<file path="src/design/mdc_pkg.sv">
// Shared types, constants and helper functions for the method dispatch cache.
// Used by the controller, the datapath, the top level and the port checker.
`default_nettype none

package mdc_pkg;

    localparam int ENTRIES  = 1024;
    localparam int REF_BITS = 32;
    localparam int IDX_W    = $clog2(ENTRIES);
    localparam int CNT_W    = IDX_W + 1;
    localparam int TAG_W    = 2 * REF_BITS;

    // Stream packing: operation, receiver, class, selector, closure from bit 0 up.
    localparam int OP_W        = 2;
    localparam int STATUS_W    = 2;
    localparam int IN_BITS     = OP_W + 4 * REF_BITS;
    localparam int IN_TDATA_W  = ((IN_BITS + 7) / 8) * 8;
    localparam int OUT_BITS    = STATUS_W + 2 * REF_BITS;
    localparam int OUT_TDATA_W = ((OUT_BITS + 7) / 8) * 8;

    localparam int CFG_IDX_W  = 1;
    localparam int CFG_DATA_W = REF_BITS;
    localparam logic [CFG_IDX_W-1:0] CFG_NIL_CLASS = 1'b0;
    localparam logic [CFG_IDX_W-1:0] CFG_TAG_CLASS = 1'b1;

    typedef enum logic [OP_W-1:0] {
        OP_LOOKUP = 2'd0,
        OP_FILL   = 2'd1,
        OP_FLUSH  = 2'd2
    } t_op;

    typedef enum logic [STATUS_W-1:0] {
        STAT_HIT     = 2'd0,
        STAT_MISS    = 2'd1,
        STAT_NOCLASS = 2'd2,
        STAT_DONE    = 2'd3
    } t_status;

    typedef enum logic [1:0] {
        S_CLEAR  = 2'd0,
        S_IDLE   = 2'd1,
        S_LOOKUP = 2'd2,
        S_SWEEP  = 2'd3
    } t_state;

    typedef enum logic [1:0] {
        OUT_IMM    = 2'd0,
        OUT_LOOKUP = 2'd1,
        OUT_FLUSH  = 2'd2
    } t_out_sel;

    typedef struct packed {
        logic     accept;
        logic     lookup_rd;
        logic     fill_we;
        logic     sweep_start;
        logic     sweep_step;
        logic     out_load;
        t_out_sel out_sel;
    } t_cmd;

    typedef struct packed {
        logic [OP_W-1:0] op;
        logic            cls_zero;
        logic            sweep_done;
    } t_sts;

    function automatic logic [IDX_W-1:0] entry_index(
        input logic [REF_BITS-1:0] cls,
        input logic [REF_BITS-1:0] sel
    );
        logic [REF_BITS-1:0] h;
        h = (cls << 2) ^ (sel >> 3);
        return h[IDX_W-1:0];
    endfunction

endpackage

`default_nettype wire

</file>
<file path="src/design/mdc_ctrl.sv">
// Controller state machine of the method dispatch cache.
// Depends on mdc_pkg; drives the datapath only through t_cmd and reads t_sts.
`default_nettype none

module mdc_ctrl (
    input  wire                 i_clk,
    input  wire                 i_rst_n,
    input  wire                 i_in_valid,
    output logic                o_in_ready,
    output logic                o_out_valid,
    input  wire                 i_out_ready,
    input  mdc_pkg::t_sts       i_sts,
    output mdc_pkg::t_cmd       o_cmd
);

    mdc_pkg::t_state r_state, n_state;
    logic            r_out_valid, n_out_valid;
    logic            w_accept;

    // A request is taken only when the output register is free at this edge.
    assign o_in_ready  = (r_state == mdc_pkg::S_IDLE) && (!r_out_valid || i_out_ready);
    assign o_out_valid = r_out_valid;
    assign w_accept    = i_in_valid && o_in_ready;

    always_ff @(posedge i_clk) begin
        if (!i_rst_n) begin
            r_state     <= mdc_pkg::S_CLEAR;
            r_out_valid <= 1'b0;
        end else begin
            r_state     <= n_state;
            r_out_valid <= n_out_valid;
        end
    end

    always_comb begin
        n_state = r_state;
        o_cmd   = '0;
        case (r_state)
            mdc_pkg::S_CLEAR: begin
                o_cmd.sweep_step = 1'b1;
                if (i_sts.sweep_done) begin
                    n_state = mdc_pkg::S_IDLE;
                end
            end
            mdc_pkg::S_IDLE: begin
                if (w_accept) begin
                    o_cmd.accept = 1'b1;
                    case (i_sts.op)
                        mdc_pkg::OP_LOOKUP: begin
                            if (i_sts.cls_zero) begin
                                o_cmd.out_load = 1'b1;
                                o_cmd.out_sel  = mdc_pkg::OUT_IMM;
                            end else begin
                                o_cmd.lookup_rd = 1'b1;
                                n_state         = mdc_pkg::S_LOOKUP;
                            end
                        end
                        mdc_pkg::OP_FILL: begin
                            o_cmd.fill_we  = !i_sts.cls_zero;
                            o_cmd.out_load = 1'b1;
                            o_cmd.out_sel  = mdc_pkg::OUT_IMM;
                        end
                        mdc_pkg::OP_FLUSH: begin
                            o_cmd.sweep_start = 1'b1;
                            n_state           = mdc_pkg::S_SWEEP;
                        end
                        default: begin
                            o_cmd.out_load = 1'b1;
                            o_cmd.out_sel  = mdc_pkg::OUT_IMM;
                        end
                    endcase
                end
            end
            mdc_pkg::S_LOOKUP: begin
                o_cmd.out_load = 1'b1;
                o_cmd.out_sel  = mdc_pkg::OUT_LOOKUP;
                n_state        = mdc_pkg::S_IDLE;
            end
            mdc_pkg::S_SWEEP: begin
                o_cmd.sweep_step = 1'b1;
                if (i_sts.sweep_done) begin
                    o_cmd.out_load = 1'b1;
                    o_cmd.out_sel  = mdc_pkg::OUT_FLUSH;
                    n_state        = mdc_pkg::S_IDLE;
                end
            end
            default: begin
                n_state = mdc_pkg::S_CLEAR;
            end
        endcase

        if (o_cmd.out_load) begin
            n_out_valid = 1'b1;
        end else if (i_out_ready) begin
            n_out_valid = 1'b0;
        end else begin
            n_out_valid = r_out_valid;
        end
    end

endmodule

`default_nettype wire

</file>
<file path="config.mk">
export PLATFORM = sky130hd
export DESIGN_NAME = mdc_ctrl
export DESIGN_NICKNAME = d
export VERILOG_FILES = /design/src/design/mdc_pkg.sv /design/src/design/mdc_ctrl.sv
export SDC_FILE = /design/constraint.sdc
export NUM_CORES = 1
export LEC_CHECK = 0
export ABC_CLOCK_PERIOD_IN_PS = 1900
export BUFFER_PORTS_ARGS = -buffer_cell sky130_fd_sc_hd__buf_2
export CELL_PAD_IN_SITES_DETAIL_PLACEMENT = 0
export CELL_PAD_IN_SITES_GLOBAL_PLACEMENT = 1
export CORE_AREA = 4 4 41 43
export DETAILED_ROUTE_END_ITERATION = 7
export DIE_AREA = 0 0 45 47
export HOLD_SLACK_MARGIN = 0.03
export PLACE_DENSITY_LB_ADDON = 0.1
export SYNTH_ARGS = -nofsm -noshare
export SYNTH_HDL_FRONTEND = slang
export SYNTH_SLANG_ARGS = --single-unit
export TNS_END_PERCENT = 10
</file>
<file path="constraint.sdc">
create_clock -name i_clk -period 1.9 [get_ports i_clk]
set_input_delay 0.095 -clock i_clk [delete_from_list [all_inputs] [get_ports i_clk]]
set_output_delay 0.095 -clock i_clk [all_outputs]
set_load 0.02 [all_outputs]
</file>
==> summary.txt, run 1 <==
Die
  – Die height: around 47 µm
  – DIE AREA: ~2100 µm²
  – # IOs: 18
  – Starting Density: around 24%
  – Core Rows: 13
  – Core area: 1301 µm²
  – Die W: around 45 µm

Yosys
  – Synth Cell Area: around 310 µm²
  – Yosys top cell area share: 20.00%
  – Syn Inst Count: 40
  – Post-Syn Nets: between 50 and 60
  – Avg Cell Area, Syn: slightly below 8 µm²
  – Synth top area cells: ha_1 (20%), dfxtp_1 (19%), inv_1 (8.4%), a21oi_1 (6.4%), nor4b_1 (5.6%)
  – Netlist cell types: 19
  – Synth warn: 0
  – Register bit total from synthesis: 3
  – Synth area leader: ha_1
  – Sequential share of the synthesized area: 19.20%

Placed design
  – Post-Place Setup Slack: 0.2920 ns
  – HPWL after DPL: between 600 and 700 µm
  – Buffers on Ports: 17
  – Placed insts: 71
  – Gpl congestion: between 0.7 and 0.8

Critical path
  – Kind of critical path: reg -> out
  – Worst EP required: ~1.8 ns
  – CP startpoint kind: register
  – Reg2Reg Setup Slack: 0.30 ns
  – Worst-path fanout max: 7
  – WP data arrival: 1.65 ns
  – Crit. End Element: output pin

Clocking
  – Post-CTS Setup Inserts: 0
  – Root buffer cell: clkbuf_4
  – Worst-skew pair later-pin latency: around 0.23 ns
  – Hold-fix buffers, CTS: 0
  – CTS tree: yes
  – H-tree Lvls: 1
  – Clock transition at path regs: around 0.040 ns
  – Number of clock buffers inserted by TritonCTS: 3
  – Deepest clock path buffer count: 2
  – Clock sink count: 3

Timing
  – Final setup violation count: 0
  – Worst Max-Slew Pin Slew: 0.2781 ns
  – Final period utilization: 91.74%
  – Highest Clock Rate: around 570 MHz
  – Setup WS post-layout: 0.1570 ns
  – Skew final: between 0.002 and 0.0025 ns
  – Max-slew violations: 0
  – Worst rel slew slack: between 80% and 90%
  – Tmin final: 1.743 ns
  – Setup TNS: 0 ns
  – RSZ-0062 raised after global routing: no
  – Hold Vio Cnt, Final: 0

Cells and area
  – Final std cells w/o fill: 75
  – Antenna Cells: 0
  – Most common cell after layout, fill and taps aside: buf_2
  – Area Overhead vs Synth: 42.00%
  – Final #Nets: between 70 and 80
  – Commonest non-fill, non-tap cells in the layout: buf_2 (17), inv_1 (7), a21oi_1 (4), nor2_1 (4), ha_1 (4)
  – Layout cells sized above 1: 41.67%

Routing
  – Drt initial violations: 5
  – First-pass iteration count of the detailed router: 4
  – DRC viols: 0
  – Detail Route Antenna Nets: 0
  – Vias: between 300 and 400
  – Routed wire per std cell: about 10 µm
  – Post-Route WL: 785 µm
  – Vias per cell: 4.480

Global route
  – GRT busiest layer: met2
  – Global-route track usage on met1: 9.050%
  – Initial antenna violation count: 0
  – Global route overflow: 0
  – Met2 GRT Util: around 11%
  – First-pass GRT wire length: 1.200 mm
  – Vias in the first global route: a little over 300
  – M3 GR Usage: ~4.6%
  – Largest net degree at the start of global routing: 8
  – Global Route Usage Sum: between 8 and 9%

Power
  – Pwr dens: about 700 nW/µm²
  – Leak: 0.0002318 µW
  – Maximum vdd drop: ~0.0003 V

Outcome
  – Status: complete, no violations

Run
  – Max-cap violations: 0

Worst hold path
  – Type of the worst min-delay path: in -> reg
-- worst max-delay path, cell delays in order, from the launching register on --
cell and delay (ns):
dfxtp_1 0.34, inv_1 0.10, ha_2 0.24, and2_2 0.17
nand2_1 0.10, nor4b_2 0.25, buf_2 0.20
-- Yosys cell counts --
| library cell | n |
|---|---|
| inv_1 | 7 |
| ha_1 | 5 |
| a21oi_1 | 4 |
| nor2_1 | 4 |
| dfxtp_1 | 3 |
| nand2_1 | 2 |
| nor4b_1 | 2 |
| o21ai_0 | 2 |
| a211oi_1 | 1 |
| a311oi_2 | 1 |
| and2_2 | 1 |
| buf_4 | 1 |
| nand2b_1 | 1 |
| nor2b_1 | 1 |
| nor2b_4 | 1 |
| nor3b_1 | 1 |
| nor4_1 | 1 |
| o2111ai_1 | 1 |
| o21a_1 | 1 |
-- cells by family (layout without fill, tap and decap cells) --
group	count (synthesis)	count (layout)	synth area share [%]
flops	3	3	19.20
simple gates	14	14	28.01
fa+ha+maj	5	5	20.00
buf+inv	8	28	10.80
compound gates	10	10	22.00
-- report_power, final --
group | total (µW) | internal [µW] | switching (µW)
registers | 77.9 | 70.4 | 7.48
clock network | 112 | 78.7 | 32.9
logic | 130 | 52.8 | 77.7
total | 320 | 202 | 118
-- timing repair --
action                                  CTS  global route
endpoints found under the setup margin    0             1
gates resized for setup                   0             2
endpoints found under the hold margin     0             0
-- routing by layer --
metal | part of all wire, % | up-vias
met4 | 0 | 0
met2 | 42 | 15
met5 | 0 | -
met1 | 45 | 144
li1 | - | 177
met3 | 13 | 0
-- per-stage QoR --
stage	total power [µW]	area [µm²]	hold slack, ns	utilization (%)
6_report	319.9	444.2	0.1181	34.13
5_1_grt	350.0	444.2	0.1217	34.13
4_1_cts	326.6	435.4	0.1059	33.46
3_5_place_dp	208.6	409.1	0.3544	31.44
3_3_place_gp	211.6	409.1	0.3596	31.44
2_1_floorplan	168.9	312.8	0.2085	-
-- worst paths after layout --
check	startpoint	to	cells after the start
setup / recovery	r_state[1]	o_cmd[5]	6
hold / removal	i_rst_n	r_state[0]	3
setup reg to reg	r_state[1]	r_state[0]	6
hold reg to reg	r_state[0]	r_state[0]	2
-- flip-flops by register name, summed over array words and instances (netlist names) --
name,flops
o_out_valid,1
r_state,2
-- final cells by class --
cell class	count	area, µm²
inverter	7	26.28
fill	157	857.1
sequential	3	60.06
multi-input combinational	29	227.7
tap	15	18.77
clock buffer	4	26.28
timing repair buffer	17	85.08
Note: power is estimated with default switching activity, not from simulation.
==> run 2: changes to the inputs <==
- CORE_AREA: 4 4 41 43 -> 2 2 39 41
- DIE_AREA: 0 0 45 47 -> 0 0 41 43
==> summary.txt, run 2 (synthesis gave the netlist of run 1 again) <==
Die
  – Starting Density: 22.60% (-1.4 points)
  – # IOs: 18 (unchanged)
  – Core Rows: 14 (+1)
  – Die W: 41 µm (-8.9%)
  – Die height: 43 µm (-8.5%)
  – Core area: 1384 µm² (+6.3%)
  – DIE AREA: 1763 µm² (-17%)

Cells and area
  – Most common cell after layout, fill and taps aside: buf_2
  – Antenna Cells: 0 (unchanged)
  – Area Overhead vs Synth: 43.20%
  – Layout cells sized above 1: 41.67% (unchanged)
  – Commonest non-fill, non-tap cells in the layout: buf_2 (16), inv_1 (7), a21oi_1 (4), nor2_1 (4), ha_1 (4)
  – Largest reg by FF count: r_state
  – Final std cells w/o fill: 76 (+1.3%)
  – Final #Nets: 74 (unchanged)
  – Fillers: 159 (+1.3%)
  – Max reg flops: 2 (unchanged)
  – Post-Route Utilization: 32.37% (-1.8 points)

Critical path
  – Reg2Reg Setup Slack: 0.30 ns (about the same)
  – CP startpoint kind: register
  – Worst-path fanout max: 7 (unchanged)
  – Kind of critical path: reg -> out
  – Crit. End Element: output pin
  – Worst EP required: 1.80 ns (about the same)
  – WP data arrival: 1.61 ns (-0.04 ns)

Power
  – Internal power: 202.4 µW (+0.30%)
  – Leak: 0.0002317 µW (about the same)
  – Maximum vdd drop: 0.0001869 V (-39%)
  – Power share of the combinational group: 40.6% (-0.2 points)
  – Net Sw Frac: 37.27% (+0.35 points)
  – PnR Total Power: 322.7 µW (+0.87%)
  – Pwr dens: 720.4 nW/µm² (about the same)
  – Net Switching: 120.3 µW (+1.8%)
  – Clock power frac: 35.1% (+0.2 points)
  – Reg power frac: 24.3% (about the same)

Global route
  – Largest net degree at the start of global routing: 8 (unchanged)
  – Global route overflow: 0 (unchanged)
  – Global Route Usage Sum: 9.710% (+1.4 points)
  – Initial antenna violation count: 0 (unchanged)
  – First-pass GRT wire length: 1.166 mm (-2.8%)
  – Vias in the first global route: 330 (+8.2%)

Placed design
  – Gpl congestion: 0.6538 (-12%)
  – HPWL after DPL: 602.1 µm (-5.3%)
  – Buffers on Ports: 17 (unchanged)
  – Placed insts: 72 (+1.4%)

Worst hold path
  – Type of the worst min-delay path: in -> reg

Timing
  – Highest Clock Rate: 586.6 MHz (+2.2%)
  – Final setup violation count: 0 (unchanged)
  – Tmin final: 1.705 ns (-0.03824 ns)
  – Max-slew violations: 0 (unchanged)
  – Skew final: 0.006854 ns (+0.004369 ns)
  – Worst rel slew slack: 78.78% (-2.7 points)
  – Final period utilization: 89.73% (-2.0 points)
  – Worst Max-Slew Pin Slew: 0.3183 ns (+0.04023 ns)
  – Hold Vio Cnt, Final: 0 (unchanged)

Routing
  – Drt initial violations: 0 (-5)
  – Vias: 335 (-0.30%)
  – Detail Route Antenna Nets: 0 (unchanged)
  – Vias per cell: 4.408 (-1.6%)
  – First-pass iteration count of the detailed router: 1 (-3)
  – Routed wire per std cell: 10.05 µm (-4.0%)
  – Post-Route WL: 764 µm (-2.7%)
  – DRC viols: 0 (unchanged)

Run
  – Max-cap violations: 0 (unchanged)

Clocking
  – Clock sink count: 3 (unchanged)
  – Deepest clock path buffer count: 2 (unchanged)
  – CTS tree: yes
  – Root buffer cell: clkbuf_4
  – Number of clock buffers inserted by TritonCTS: 3 (unchanged)
  – Worst-skew pair later-pin latency: 0.24 ns (about the same)
  – Post-CTS Setup Inserts: 0 (unchanged)
  – H-tree Lvls: 1 (unchanged)
  – Clock transition at path regs: 0.04 ns (about the same)

Outcome
  – Status: complete, no violations
-- run 2: power groups by stage --
stage / logic (µW) / clock network, µW / registers [µW]
6_report: 131 / 113 / 78.3
2_1_floorplan: 90.0 / 0 / 78.9
3_3_place_gp: 132 / 0 / 79.1
3_5_place_dp: 129 / 0 / 79.2
5_1_grt: 147 / 123 / 79.2
4_1_cts: 130 / 120 / 78.2
-- run 2: path summary, 6_finish.rpt --
kind | start | end | cells after the start
setup / recovery | r_state[1] | o_cmd[5] | 6
hold / removal | i_rst_n | o_out_valid | 2
setup reg to reg | r_state[0] | r_state[0] | 6
hold reg to reg | r_state[0] | r_state[0] | 2
-- run 2: worst max-delay path, stage by stage, from the launching register on --
cell and delay [ns]:
dfxtp_1 0.34, inv_1 0.09, ha_2 0.24, and2_2 0.17
nand2_1 0.11, nor4b_2 0.26, buf_4 0.18
-- run 2: routing by layer --
| metal | share of wire [%] | track usage, % |
|---|---|---|
| met1 | 50 | 11.46 |
| met2 | 44 | 14.37 |
| met3 | 6.0 | 3.141 |
| met4 | 0 | 6.000 |
| met5 | 0 | 0 |
-- run 2: stage by stage --
step | area [µm²] | setup TNS (ns) | setup WS (ns) | hold slack [ns]
3_5_place_dp | 410.4 | 0 | 0.3033 | 0.3514
6_report | 447.9 | 0 | 0.1952 | 0.1093
3_3_place_gp | 410.4 | 0 | 0.2979 | 0.3488
4_1_cts | 436.7 | 0 | 0.07332 | 0.1023
5_1_grt | 447.9 | -0.001045 | -0.001045 | 0.1196
2_1_floorplan | 312.8 | 0 | 0.05263 | 0.2085
-- run 2: repair_timing --
item	CTS	global route
hold buffers	0	0
gates resized for setup	0	3
setup endpoints to repair	0	1
-- run 2: final cells by class --
type                            count  area (µm²)  area share, %
Clock buffer                        4       26.28          5.866
Inverter                            7       26.28          5.866
Multi-Input combinational cell     29       227.7          50.84
Sequential cell                     3       60.06          13.41
Tap cell                           16       20.02          4.469
Timing Repair Buffer               17       87.58          19.55
